[src/hw/rtl/tcpv_pkg.sv]
// package for the tcp segment receive validator
// holds shared types, verdict codes and protocol constants; no dependencies

package tcpv_pkg;

  localparam int unsigned MAX_SEGMENT_BYTES = 1520;
  localparam int unsigned TCP_PROTO         = 6;
  localparam int unsigned MIN_HEADER        = 20;
  localparam int unsigned OFFSET_BYTE       = 12;
  localparam int unsigned FLAGS_BYTE        = 13;

  localparam int unsigned IN_DATA_W  = 72;
  localparam int unsigned OUT_DATA_W = 240;

  typedef enum logic [2:0] {
    ST_ACCEPT   = 3'd0,
    ST_SHORT    = 3'd1,
    ST_BAD_CSUM = 3'd2,
    ST_BAD_HLEN = 3'd3,
    ST_OVERSIZE = 3'd4
  } status_t;

  // one registered input byte with its pseudo-header address sum
  typedef struct packed {
    logic [7:0]  data;
    logic        last;
    logic [31:0] src;
    logic [31:0] dst;
    logic [17:0] addr_sum;
  } stage_t;

endpackage

[src/hw/rtl/tcpv_in_stage.sv]
// input register stage of the tcp segment receive validator
// registers one byte transfer and pre-adds the address halves; uses tcpv_pkg

module tcpv_in_stage (
  input  logic            clk,
  input  logic            rst_n,
  input  logic            in_tvalid,
  output logic            in_tready,
  input  tcpv_pkg::stage_t in_item,
  input  logic            core_ready,
  output logic            stg_valid,
  output tcpv_pkg::stage_t stg_item
);

  logic             valid_r;
  tcpv_pkg::stage_t item_r;
  tcpv_pkg::stage_t item_nxt;
  logic [17:0]      addr_sum;

  assign in_tready = !valid_r || core_ready;
  assign stg_valid = valid_r;
  assign stg_item  = item_r;

  assign addr_sum = 18'(in_item.src[31:16]) + 18'(in_item.src[15:0])
                  + 18'(in_item.dst[31:16]) + 18'(in_item.dst[15:0]);

  always_comb begin
    item_nxt          = in_item;
    item_nxt.addr_sum = addr_sum;
  end

  always_ff @(posedge clk) begin
    if (!rst_n) begin
      valid_r <= 1'b0;
    end else if (in_tready) begin
      valid_r <= in_tvalid;
    end
  end

  always_ff @(posedge clk) begin
    if (in_tready && in_tvalid) begin
      item_r <= item_nxt;
    end
  end

endmodule

[src/hw/rtl/tcpv_core.sv]
// per-segment parse, checksum and verdict with the result register
// keeps segment state and counters; uses tcpv_pkg

module tcpv_core #(
  parameter int unsigned MAX_SEGMENT_BYTES = tcpv_pkg::MAX_SEGMENT_BYTES
) (
  input  logic             clk,
  input  logic             rst_n,
  input  logic             stg_valid,
  input  tcpv_pkg::stage_t stg_item,
  output logic             core_ready,
  output logic             out_tvalid,
  input  logic             out_tready,
  output logic [tcpv_pkg::OUT_DATA_W-1:0] out_tdata
);

  logic [15:0] byte_count_r, byte_count_nxt;
  logic [15:0] ones_sum_r, ones_sum_nxt;
  logic [7:0]  pending_high_r, pending_high_nxt;
  logic [31:0] port_pair_r, port_pair_nxt;
  logic [63:0] seq_ack_pair_r, seq_ack_pair_nxt;
  logic [11:0] offset_and_flags_r, offset_and_flags_nxt;
  logic [31:0] accept_counter_r, accept_counter_nxt;
  logic [31:0] drop_counter_r, drop_counter_nxt;
  logic        out_valid_r, out_valid_nxt;
  logic [tcpv_pkg::OUT_DATA_W-1:0] out_data_r, out_data_nxt;

  logic        step;
  logic [7:0]  b;
  logic [15:0] word;
  logic [16:0] sum_add;
  logic [15:0] sum_upd;
  logic [19:0] total;
  logic [16:0] fold1;
  logic [15:0] fold2;
  logic [15:0] len;
  logic [5:0]  hlen;
  tcpv_pkg::status_t status;

  localparam logic [15:0] MaxLen = 16'(MAX_SEGMENT_BYTES);
  localparam logic [15:0] MinHdr = 16'(tcpv_pkg::MIN_HEADER);
  localparam logic [5:0]  MinHdr6 = 6'(tcpv_pkg::MIN_HEADER);
  localparam logic [19:0] Proto = 20'(tcpv_pkg::TCP_PROTO);

  assign core_ready = !stg_item.last || !out_valid_r || out_tready;
  assign step       = stg_valid && core_ready;
  assign b          = stg_item.data;
  assign out_tvalid = out_valid_r;
  assign out_tdata  = out_data_r;

  always_comb begin
    port_pair_nxt        = port_pair_r;
    seq_ack_pair_nxt     = seq_ack_pair_r;
    offset_and_flags_nxt = offset_and_flags_r;
    case (byte_count_r)
      16'd0:  port_pair_nxt[31:24]    = b;
      16'd1:  port_pair_nxt[23:16]    = b;
      16'd2:  port_pair_nxt[15:8]     = b;
      16'd3:  port_pair_nxt[7:0]      = b;
      16'd4:  seq_ack_pair_nxt[63:56] = b;
      16'd5:  seq_ack_pair_nxt[55:48] = b;
      16'd6:  seq_ack_pair_nxt[47:40] = b;
      16'd7:  seq_ack_pair_nxt[39:32] = b;
      16'd8:  seq_ack_pair_nxt[31:24] = b;
      16'd9:  seq_ack_pair_nxt[23:16] = b;
      16'd10: seq_ack_pair_nxt[15:8]  = b;
      16'd11: seq_ack_pair_nxt[7:0]   = b;
      16'(tcpv_pkg::OFFSET_BYTE): offset_and_flags_nxt[11:8] = b[7:4];
      16'(tcpv_pkg::FLAGS_BYTE):  offset_and_flags_nxt[7:0]  = b;
      default: ;
    endcase
  end

  // odd position closes a pair; even position pads the low byte with zero
  assign word    = byte_count_r[0] ? {pending_high_r, b} : {b, 8'h00};
  assign sum_add = 17'(ones_sum_r) + 17'({pending_high_r, b});
  assign sum_upd = 16'(sum_add[15:0] + 16'(sum_add[16]));

  assign ones_sum_nxt     = byte_count_r[0] ? sum_upd : ones_sum_r;
  assign pending_high_nxt = byte_count_r[0] ? pending_high_r : b;
  assign byte_count_nxt   = (byte_count_r == 16'hFFFF) ? byte_count_r : byte_count_r + 16'd1;
  assign len              = byte_count_nxt;

  assign total = 20'(ones_sum_r) + 20'(word) + 20'(stg_item.addr_sum) + Proto + 20'(len);
  assign fold1 = 17'(total[15:0]) + 17'(total[19:16]);
  assign fold2 = 16'(fold1[15:0] + 16'(fold1[16]));
  assign hlen  = {offset_and_flags_nxt[11:8], 2'b00};

  always_comb begin
    if (len < MinHdr) begin
      status = tcpv_pkg::ST_SHORT;
    end else if (len > MaxLen) begin
      status = tcpv_pkg::ST_OVERSIZE;
    end else if (fold2 != 16'hFFFF) begin
      status = tcpv_pkg::ST_BAD_CSUM;
    end else if (hlen < MinHdr6 || 16'(hlen) > len) begin
      status = tcpv_pkg::ST_BAD_HLEN;
    end else begin
      status = tcpv_pkg::ST_ACCEPT;
    end
  end

  assign accept_counter_nxt = (status == tcpv_pkg::ST_ACCEPT) ?
                              accept_counter_r + 32'd1 : accept_counter_r;
  assign drop_counter_nxt   = (status != tcpv_pkg::ST_ACCEPT) ?
                              drop_counter_r + 32'd1 : drop_counter_r;

  assign out_data_nxt = {5'd0, drop_counter_nxt, accept_counter_nxt, stg_item.dst, stg_item.src,
                         offset_and_flags_nxt[7:0], seq_ack_pair_nxt[31:0],
                         seq_ack_pair_nxt[63:32], port_pair_nxt[15:0], port_pair_nxt[31:16],
                         status};

  assign out_valid_nxt = (step && stg_item.last) || (out_valid_r && !out_tready);

  always_ff @(posedge clk) begin
    if (!rst_n) begin
      byte_count_r       <= '0;
      ones_sum_r         <= '0;
      pending_high_r     <= '0;
      port_pair_r        <= '0;
      seq_ack_pair_r     <= '0;
      offset_and_flags_r <= '0;
      accept_counter_r   <= '0;
      drop_counter_r     <= '0;
      out_valid_r        <= 1'b0;
    end else begin
      out_valid_r <= out_valid_nxt;
      if (step) begin
        if (stg_item.last) begin
          byte_count_r       <= '0;
          ones_sum_r         <= '0;
          pending_high_r     <= '0;
          port_pair_r        <= '0;
          seq_ack_pair_r     <= '0;
          offset_and_flags_r <= '0;
          accept_counter_r   <= accept_counter_nxt;
          drop_counter_r     <= drop_counter_nxt;
        end else begin
          byte_count_r       <= byte_count_nxt;
          ones_sum_r         <= ones_sum_nxt;
          pending_high_r     <= pending_high_nxt;
          port_pair_r        <= port_pair_nxt;
          seq_ack_pair_r     <= seq_ack_pair_nxt;
          offset_and_flags_r <= offset_and_flags_nxt;
        end
      end
    end
  end

  always_ff @(posedge clk) begin
    if (step && stg_item.last) begin
      out_data_r <= out_data_nxt;
    end
  end

endmodule

[src/hw/rtl/tcp_segment_rx_validator_unit.sv]
// top level of the tcp segment receive validator
// instantiates tcpv_in_stage and tcpv_core; uses tcpv_pkg
//
// channel  direction  transfer moves
// in_      slave      one segment byte with addresses, tlast on the final byte
// out_     master     one verdict with parsed fields and counts per segment
//
// one byte per cycle unless results stall; verdict via input and result registers
// the running checksum register adds each closed byte pair with end-around carry
// reset clears segment state, counters and both valid flags
// a stalled result blocks only the final byte of the next segment

module tcp_segment_rx_validator_unit #(
  parameter int unsigned MAX_SEGMENT_BYTES = tcpv_pkg::MAX_SEGMENT_BYTES
) (
  input  logic                            clk,
  input  logic                            rst_n,
  input  logic                            in_tvalid,
  output logic                            in_tready,
  input  logic [tcpv_pkg::IN_DATA_W-1:0]  in_tdata,  // data_byte, src_addr, dst_addr
  input  logic                            in_tlast,
  output logic                            out_tvalid,
  input  logic                            out_tready,
  // status, source_port, dest_port, seq_number, ack_number, tcp_flags,
  // sender_addr, receiver_addr, accepted_total, dropped_total
  output logic [tcpv_pkg::OUT_DATA_W-1:0] out_tdata
);

  tcpv_pkg::stage_t in_item;
  tcpv_pkg::stage_t stg_item;
  logic             stg_valid;
  logic             core_ready;

  always_comb begin
    in_item.data     = in_tdata[7:0];
    in_item.last     = in_tlast;
    in_item.src      = in_tdata[39:8];
    in_item.dst      = in_tdata[71:40];
    in_item.addr_sum = '0;
  end

  tcpv_in_stage u_in_stage (
    .clk        (clk),
    .rst_n      (rst_n),
    .in_tvalid  (in_tvalid),
    .in_tready  (in_tready),
    .in_item    (in_item),
    .core_ready (core_ready),
    .stg_valid  (stg_valid),
    .stg_item   (stg_item)
  );

  tcpv_core #(
    .MAX_SEGMENT_BYTES (MAX_SEGMENT_BYTES)
  ) u_core (
    .clk        (clk),
    .rst_n      (rst_n),
    .stg_valid  (stg_valid),
    .stg_item   (stg_item),
    .core_ready (core_ready),
    .out_tvalid (out_tvalid),
    .out_tready (out_tready),
    .out_tdata  (out_tdata)
  );

endmodule

[config.mk]
export PLATFORM = sky130hd
export DESIGN_NAME = tcp_segment_rx_validator_unit
export DESIGN_NICKNAME = d
export VERILOG_FILES = /design/src/hw/rtl/tcpv_pkg.sv /design/src/hw/rtl/tcpv_in_stage.sv /design/src/hw/rtl/tcpv_core.sv /design/src/hw/rtl/tcp_segment_rx_validator_unit.sv
export SDC_FILE = /design/constraint.sdc
export NUM_CORES = 1
export LEC_CHECK = 0
export CELL_PAD_IN_SITES_DETAIL_PLACEMENT = 1
export CELL_PAD_IN_SITES_GLOBAL_PLACEMENT = 1
export CORE_MARGIN = 1.5
export CORE_UTILIZATION = 46
export CTS_CLUSTER_SIZE = 28
export DETAILED_ROUTE_END_ITERATION = 8
export DONT_BUFFER_PORTS = 1
export GPL_ROUTABILITY_DRIVEN = 0
export PLACE_DENSITY = 0.85
export REMOVE_ABC_BUFFERS = 1
export SETUP_SLACK_MARGIN = 0.5
export SLEW_MARGIN = 20
export SYNTH_ARGS = -nofsm -noshare
export SYNTH_HDL_FRONTEND = slang
export SYNTH_SLANG_ARGS = --single-unit
[constraint.sdc]
create_clock -name clk -period 12.9 [get_ports clk]
set_input_delay 3.87 -clock clk [delete_from_list [all_inputs] [get_ports clk]]
set_output_delay 3.87 -clock clk [all_outputs]
set_load 0.01 [all_outputs]
==> flow_metrics.tcl <==
set metrics [dict create \
    outcome "finished, final reports clean" \
    syn_area_mm2 0.0270 \
    crit_fanout 58 \
    layout_min_cycle_time_ns 11.43 \
    die_h_um 245 \
    gr-usage-all-layers_pct 23.6 \
    syn2layout_area_growth_pct 9.79 \
    finalSetupViolCount 0 \
    synth_edf_count 326 \
    h-tree-depth 2 \
    ir_drop_uv 96.4 \
    yosysSeqAreaShare_pct 52.0 \
    tns_ns 0 \
    ctsHoldBuffers 0 \
    cpMostUsedCell "ha_1" \
    timing.rr.end "u_core.accept_counter_r[17]" \
    post-dp-hpwl_um 50300 \
    pwr-share-clk_pct 35.3 \
    crit_end "u_core.accept_counter_r[17]" \
    post_drt_wl_per_cell_um 22.4 \
    finClkSkew_ns 0.0189 \
    critPathMaxStageDelay_ns 0.74 \
    clkTransAtPathRegs_ns 0.06 \
    firstDrtPassIters 5 \
    yosys-top-cells-count "326 x edfxtp_1, 255 x nor2_1, 214 x dfxtp_1" \
    die_area_mm2 0.0602 \
    ys_warn_count 0 \
    min_path_type "reg -> reg" \
    antennaDiodeCount 0 \
    dieWidth_um 245 \
    p_sw_mw 1.47 \
    place_area_mm2 0.0277 \
    wl_met2_um 37500 \
    cp-start-kind "flip-flop" \
    critPathKind "reg -> reg" \
    clock_path_buffers 3 \
    combPwrFrac_pct 24.3 \
    cts_tree "built" \
    p_leak_nw 11.3 \
    synth_flop_cell "edfxtp_1" \
    synth_most_common_cell "edfxtp_1" \
    hold_viol 0 \
    async_reset_ff_share_pct 0 \
    place_ws_ns 1.15 \
    rr_worst_depth 39 \
    portBuffers 0 \
    initial_core_util_pct 46.7 \
    rsz0062_at_grt "no" \
    netlist.area_leader.share_pct 36.2 \
    fin_util_pct 51.3 \
    seq_power_share_pct 40.4 \
    grt_max_degree 105 \
    cts_made_buffers 58 \
    antenna_found_initial 0 \
    grt_pass1_vias 20400 \
    root_buffer "clkbuf_16" \
    critPathLaunch "u_core.byte_count_r[0]" \
    fmax_mhz 87.5 \
    postRouteWirelength_um 72900 \
    endpoint_kind "flip-flop" \
    regToRegSetupSlack_ns 1.47 \
    setup_slack_ns 1.47 \
    cp.required_ns 13.43 \
    fin_crit_sh_pct 88.6 \
    drive_gt1_share_pct 10.4 \
    slew_headroom_pct 29.1 \
    power.density_mw_per_mm2 161 \
    grt_pass1_wl_um 113000 \
    slew_violations 0 \
    design.portCount 319 \
    synthTopCellsByArea "edfxtp_1 36%, dfxtp_1 16%, ha_1 5.4%, mux2_2 4.9%, a22oi_1 3.7%" \
    synth-seq-cells 540 \
    hold_depth 0 \
    grt.overflow.total 0 \
    wl_met1_um 29600 \
    tightest_slew_ns 1.06 \
    yosysTopAreaCell "edfxtp_1" \
    avgSynthCellArea_um2 10.9 \
    yosysUniqueCellTypes 83 \
    drc 0 \
    cap_viol_max_count 0 \
    num_vias 19400 \
    ant_nets 0 \
    post_cts_buffers 0 \
    final_area_mm2 0.0297 \
    worstPathArrival_ns 11.96 \
    top_layer "met4" \
    rows 88 \
    switching_share_pct 30.7 \
    cts.sinks 540 \
    synthCells 2472 \
    worstSkewPairLatency_ns 0.62 \
    final_nets 2671 \
    p_int_mw 3.31 \
    cpMaxStageDelayCell "or4b_4" \
    initialDrtViolationCount 1182 \
    vias_per_cell 5.96 \
    r2r-start "u_core.byte_count_r[0]" \
    core_mm2 0.0579 \
    wl_met3_um 3300 \
]
[cell type report]
cell class | count | area [um^2]
inverters | 166 | 636
clock inverters | 25 | 249
well taps | 765 | 957
clock buffers | 83 | 1680
fillers | 6131 | 28200
repair buffers | 19 | 163
flip-flops and latches | 540 | 14100
multi-input cells | 1655 | 11900
[critical path: cells and delay by family (launching register included)]
| kind | cells | cell delay [ns] |
|---|---|---|
| flip-flops | 1 | 0.68 |
| AND/OR/NAND/NOR | 14 | 4.81 |
| adder cells (fa/ha/maj) | 8 | 2.71 |
| AO/OA/AOI/OAI | 12 | 2.56 |
| XOR/XNOR | 2 | 0.35 |
| buffers and inverters | 3 | 0.18 |
[cell families after synthesis]
logic type	share of synthesized area [%]
xor gates and xnor gates	4.91
buffers and inverters	4.04
DFF	52.0
AOI/OAI and AO/OA	11.7
muxes	5.70
and+or+nand+nor	13.5
adders and majority gates	8.18
other	0.0139
[cell usage in the layout (no fill, tap or decap), types with 61 or more instances in the layout]
cell | Yosys | layout
a22oi_1 | 132 | 132
edfxtp_1 | 326 | 326
nor2_1 | 255 | 253
a21oi_1 | 117 | 117
xnor2_1 | 82 | 82
dfxtp_1 | 214 | 213
clkbuf_16 | 0 | 61
ha_1 | 116 | 116
inv_1 | 165 | 164
nand3_1 | 75 | 75
nand2_1 | 113 | 112
xor2_1 | 67 | 67
mux2_2 | 118 | 118
o21ai_0 | 83 | 83
[per-layer routing]
layer  up-vias  global-route usage [%]
met5         -                       0
met1      9855                    28.2
li1       8890                       -
met4         0                    8.75
met2       499                    42.3
met3       147                    3.97
[sequential cells by signal (all words and copies together) (netlist names)]
signal                     count
u_core.accept_counter_r       32
u_core.byte_count_r           16
u_core.drop_counter_r         32
u_core.offset_and_flags_r     12
u_core.ones_sum_r             16
u_core.out_tdata             235
u_core.out_tvalid              1
u_core.pending_high_r          8
u_core.port_pair_r            32
u_core.seq_ack_pair_r         64
u_in_stage.stg_item           91
u_in_stage.stg_valid           1
[power by group through the flow]
stage / Clock [mW] / Combinational, mW / Sequential, mW
floorplan: 0 / 0.842 / 1.96
global placement: 0 / 1.07 / 1.97
detailed placement: 0 / 1.14 / 1.97
CTS: 1.72 / 1.15 / 1.93
global route: 1.78 / 1.28 / 1.94
finish: 1.69 / 1.16 / 1.93
[repair_timing]
action	4_1_cts	5_1_grt
gates resized for setup	0	2
hold endpoints to repair	0	0
setup endpoints to repair	0	54
[stage by stage]
stage | hold WS [ns] | power [mW] | cells
2_1_floorplan | 0.400 | 2.81 | 2361
3_3_place_gp | 0.401 | 3.04 | 3144
3_5_place_dp | 0.405 | 3.11 | 3144
4_1_cts | 0.411 | 4.80 | 3252
5_1_grt | 0.422 | 4.99 | 3253
6_report | 0.413 | 4.78 | 3253
[how the worst min path moves through the flow]
stage	from	end	slack [ns]
final	u_in_stage.stg_item[72]	u_core.out_tdata[129]	0.41
after global routing	u_in_stage.stg_item[64]	u_core.out_tdata[121]	0.42
after CTS	u_in_stage.stg_item[81]	u_core.out_tdata[138]	0.41
after detailed placement	u_in_stage.stg_item[62]	u_core.out_tdata[119]	0.41
after global placement	u_in_stage.stg_item[73]	u_core.out_tdata[130]	0.40
after floorplan	u_in_stage.stg_item[50]	u_core.out_tdata[107]	0.40
No activity file was read; power rests on OpenSTA's default activity.
